### src/mdf_pkg.sv
// Shared types, codes and defaults of the duplicate frame filter.
`default_nettype none
package mdf_pkg;

  localparam int TABLE_DEPTH_DEF = 64;

  // Verdict codes
  localparam logic [1:0] VERDICT_NEW      = 2'd0;
  localparam logic [1:0] VERDICT_DUP      = 2'd1;
  localparam logic [1:0] VERDICT_FULL     = 2'd2;
  localparam logic [1:0] VERDICT_PASS     = 2'd3;

  // Register index (paddr[2])
  localparam logic REG_MAX_AGE = 1'b0;
  localparam logic REG_LIMIT   = 1'b1;

  localparam logic [31:0] MAX_AGE_RST = 32'd1000000;
  localparam logic [6:0]  LIMIT_RST   = 7'd64;

  typedef struct packed {
    logic        valid;
    logic [47:0] src;
    logic [47:0] dst;
    logic [39:0] tag;
    logic [31:0] stamp;
  } entry_t;

  typedef struct packed {
    logic live;    // valid and not expired
    logic expire;  // valid and older than max age
    logic match;   // live and key equal
  } eval_t;

endpackage
`default_nettype wire

### src/mdf_eval.sv
// Per-entry check: modular age against max age and key compare.
`default_nettype none
module mdf_eval (
  input  wire mdf_pkg::entry_t entry,
  input  wire logic [47:0]     key_src,
  input  wire logic [47:0]     key_dst,
  input  wire logic [39:0]     key_tag,
  input  wire logic [31:0]     now,
  input  wire logic [31:0]     max_age,
  output mdf_pkg::eval_t       res
);

  logic [31:0] age;
  logic        old;
  logic        same;

  assign age  = now - entry.stamp;
  assign old  = age > max_age;
  assign same = (entry.src == key_src) && (entry.dst == key_dst) && (entry.tag == key_tag);

  assign res.live   = entry.valid && !old;
  assign res.expire = entry.valid && old;
  assign res.match  = entry.valid && !old && same;

endmodule
`default_nettype wire

### config.mk
export PLATFORM = sky130hd
export DESIGN_NAME = mdf_eval
export DESIGN_NICKNAME = d
export VERILOG_FILES = /design/src/mdf_pkg.sv /design/src/mdf_eval.sv
export SDC_FILE = /design/constraint.sdc
export NUM_CORES = 1
export LEC_CHECK = 0
export ABC_AREA = 1
export BUFFER_PORTS_ARGS = -buffer_cell sky130_fd_sc_hd__buf_2
export CORE_AREA = 2 2 146 148
export DETAILED_ROUTE_END_ITERATION = 6
export DIE_AREA = 0 0 148 150
export PLACE_DENSITY = 0.54
export REMOVE_ABC_BUFFERS = 1
export SETUP_SLACK_MARGIN = 0.2
export SYNTH_ARGS = -nofsm -noshare
export SYNTH_HDL_FRONTEND = slang
export SYNTH_SLANG_ARGS = --single-unit
export TNS_END_PERCENT = 30
### constraint.sdc
create_clock -name vclk -period 2.7
set_input_delay 0.27 -clock vclk [all_inputs]
set_output_delay 0.27 -clock vclk [all_outputs]
set_load 0.1 [all_outputs]
==> summary.md <==
| Metric | Value |
|---|---|
| Status | complete, but fails checks |
| Failing checks | negative setup slack |
| Max_slew headroom | 0.740 |
| Switching share of power | 0.501 |
| Pwr/cell area | 208 nW/µm² |
| Layout clock buffers | 0 |
| Starting Density | 0.234 |
| Height of the die | 150 µm |
| Synth Instances | 882 |
| Clk pwr share | 0 |
| DP Worst Slack | -1.28 ns |
| Int Power | 0.000864 W |
| Pin count of the biggest net entering global routing | 7 |
| Filler instances | 2,306 |
| P_sw | 0.000866 W |
| # IOs | 372 |
| Yosys cell types | 30 |
| Max-cap violations | 0 |
| Fmax | 282 MHz |
| DRT Pass-1 Iters | 4 |
| Syn Area/Cell | 5.49 µm² |
| Leakage | 4.74 nW |
| Commonest non-fill, non-tap cell in the layout | buf_2 |
| Routed len/inst | 13.2 µm |
| Initial drt markers | 188 |
| Final HPWL DP | 20.4 mm |
| Warnings from Yosys | 0 |
| Final net count | 1,794 |
| Die width | 148 µm |
| Worst endpoint data arrival time | 3.27 ns |
| Cell row count | 53 |
| Compound-gate portion of the synthesized area | 0.115 |
| CP Data Required Time | 2.43 ns |
| DRT antenna net count | 0 |
| Antenna violations before repair | 9 |
| Post-route DRC | 0 |
| Met3 track demand over resource | 0.0284 |
| Final period util | 1.31 |
| Most frequent cells in the layout | buf_2 (369), nand2_1 (249), inv_1 (153), buf_4 (105), xnor2_1 (95) |
| FFs & Latches | 0 |
| Flop pwr share | 0 |
| CTS Hold Bufs | 0 |
| Unrepaired setup endpoints after global routing | true |
| Setup ws final | -0.842 ns |
| Adder and majority gate portion of the synthesized area | 0.167 |
| Final Slew Violations | 0 |
| Vias in the first global route | 6,815 |
| Inst Count DP | 1,633 |
| Comb pwr share | 1.000 |
| Grt ovf | 0 |
| Main combinational cell family by area after synthesis | simple AND/OR/NAND/NOR gates |
| Slew @ Worst Pin | 0.386 ns |
| Fraction of layout cells with a size suffix above 1 | 0.419 |
| Cell Area, Synth | 4840 µm² |
| HP Class | primary input to output port |
| Vias | 6,930 |
| Seq. cell area | 0 µm² |
| First-pass GRT wire length | 32.3 mm |
| CP Max Fanout | 4 |
| Final cell count without fillers | 1,639 |
| Register area share after synthesis | 0 |
| Global Route Usage Sum | 0.182 |
| Total Power | 0.00173 W |
| IO buf count | 372 |
| Met1 Track Usage GR | 0.214 |
| # setup viols final | 3 |
| Worst setup EP type | output port |
| Area growth syn-to-layout | 71.9% |
| Vias per inst | 4.23 |
| Hold Violations, Final | 0 |
| Xor and xnor area share after synthesis | 0.222 |
| Worst Setup Start Kind | primary input |
| Crit path time final | 3.54 ns |
| Multiplexer share of the synthesized area | 0 |
| Met2 usage | 0.351 |
| Hold Slack | 0.930 ns |
| Worst IR Drop VDD | 0.0000689 V |
| GPL Wtd Cong | 0.925 |
| Post-Route WL | 21.6 mm |
| Die ar. | 22,200 µm² |
| Setup CP Type | primary input to output port |
| Simple-Gate Fraction of Synth Area | 0.375 |
| Core ar. | 20,700 µm² |
| Gr busiest metal | met2 |
==> cells in the mapped netlist (all sizes together) <==
cell type	count	share of area
nand3b	1	0.0016
nand3	34	0.037
xor2	28	0.051
nand4	17	0.022
a21oi	58	0.061
nand2b	1	0.0013
o21bai	3	0.0047
nor4	2	0.0026
a21boi	1	0.0016
ha	63	0.16
nor2	104	0.082
o21ai	26	0.030
or2	2	0.0026
xnor2	95	0.17
fa	1	0.0041
o21a	5	0.0078
a21o	6	0.0096
nor3	14	0.017
nor3b	1	0.0016
nand2	264	0.21
inv	156	0.12
==> stage by stage <==
step,util,TNS (ns),instance area [µm²]
2_1_floorplan,-,-3.57,4840
4_1_cts,0.391,-2.59,8090
3_3_place_gp,0.381,-3.39,7870
6_report,0.402,-2.40,8330
3_5_place_dp,0.381,-3.62,7870
5_1_grt,0.402,-2.95,8320
==> cell families (layout without fill, tap and decap cells) <==
kind of cell    after synthesis  count (layout)
buf+inv                     156             633
xor+xnor                    123             123
other cells                   0               5
simple gates                440             440
compound gates               99              99
fa+ha+maj                    64              64
==> cell type report <==
cell class / instances / area (µm²) / share of cell area
multi-input cells: 726 / 4690 / 0.563
repair buffers: 477 / 2700 / 0.324
inverters: 156 / 586 / 0.0703
well taps: 275 / 344 / 0.0413
diodes: 5 / 12.5 / 0.00150
==> power by group through the flow <==
| stage | registers [W] | logic [W] | clock network, W |
|---|---|---|---|
| floorplan | 0 | 0.000847 | 0 |
| global placement | 0 | 0.00160 | 0 |
| detailed placement | 0 | 0.00161 | 0 |
| CTS | 0 | 0.00168 | 0 |
| global route | 0 | 0.00193 | 0.000000000198 |
| finish | 0 | 0.00173 | 0.000000000248 |
==> path summary, 6_finish.rpt <==
path | from | slack (ns) | cells after the start | to
max | entry[3] | -0.84 | 21 | res[0]
min | entry[168] | 0.93 | 4 | res[1]
==> critical path, stage by stage <==
cell     delay (ns)
buf_2          0.08
inv_1          0.08
ha_4           0.30
nand2_2        0.11
o21ai_2        0.24
nor2_4         0.08
o21ai_4        0.21
nand3_2        0.10
nand3_1        0.08
nand2_1        0.06
ha_1           0.28
nand2_1        0.07
nor2_2         0.12
nand4_1        0.18
nor3b_4        0.25
buf_4          0.14
nand4_1        0.09
nand2_2        0.16
nand2_4        0.08
nor2_4         0.10
buf_12         0.18
==> per-layer routing <==
layer,routed length [µm],vias to the layer above
li1,-,3717
met1,8780,2959
met2,11100,222
met3,1410,26
met4,335,6
met5,41,-
==> repair_timing <==
item / CTS / global route
pin swaps: 16 / 8
gates resized for setup: 45 / 51
buffers inserted: 1 / 0
gates cloned: 0 / 0
setup endpoints to repair: 3 / 3
Power figures use the tool's default switching activity.
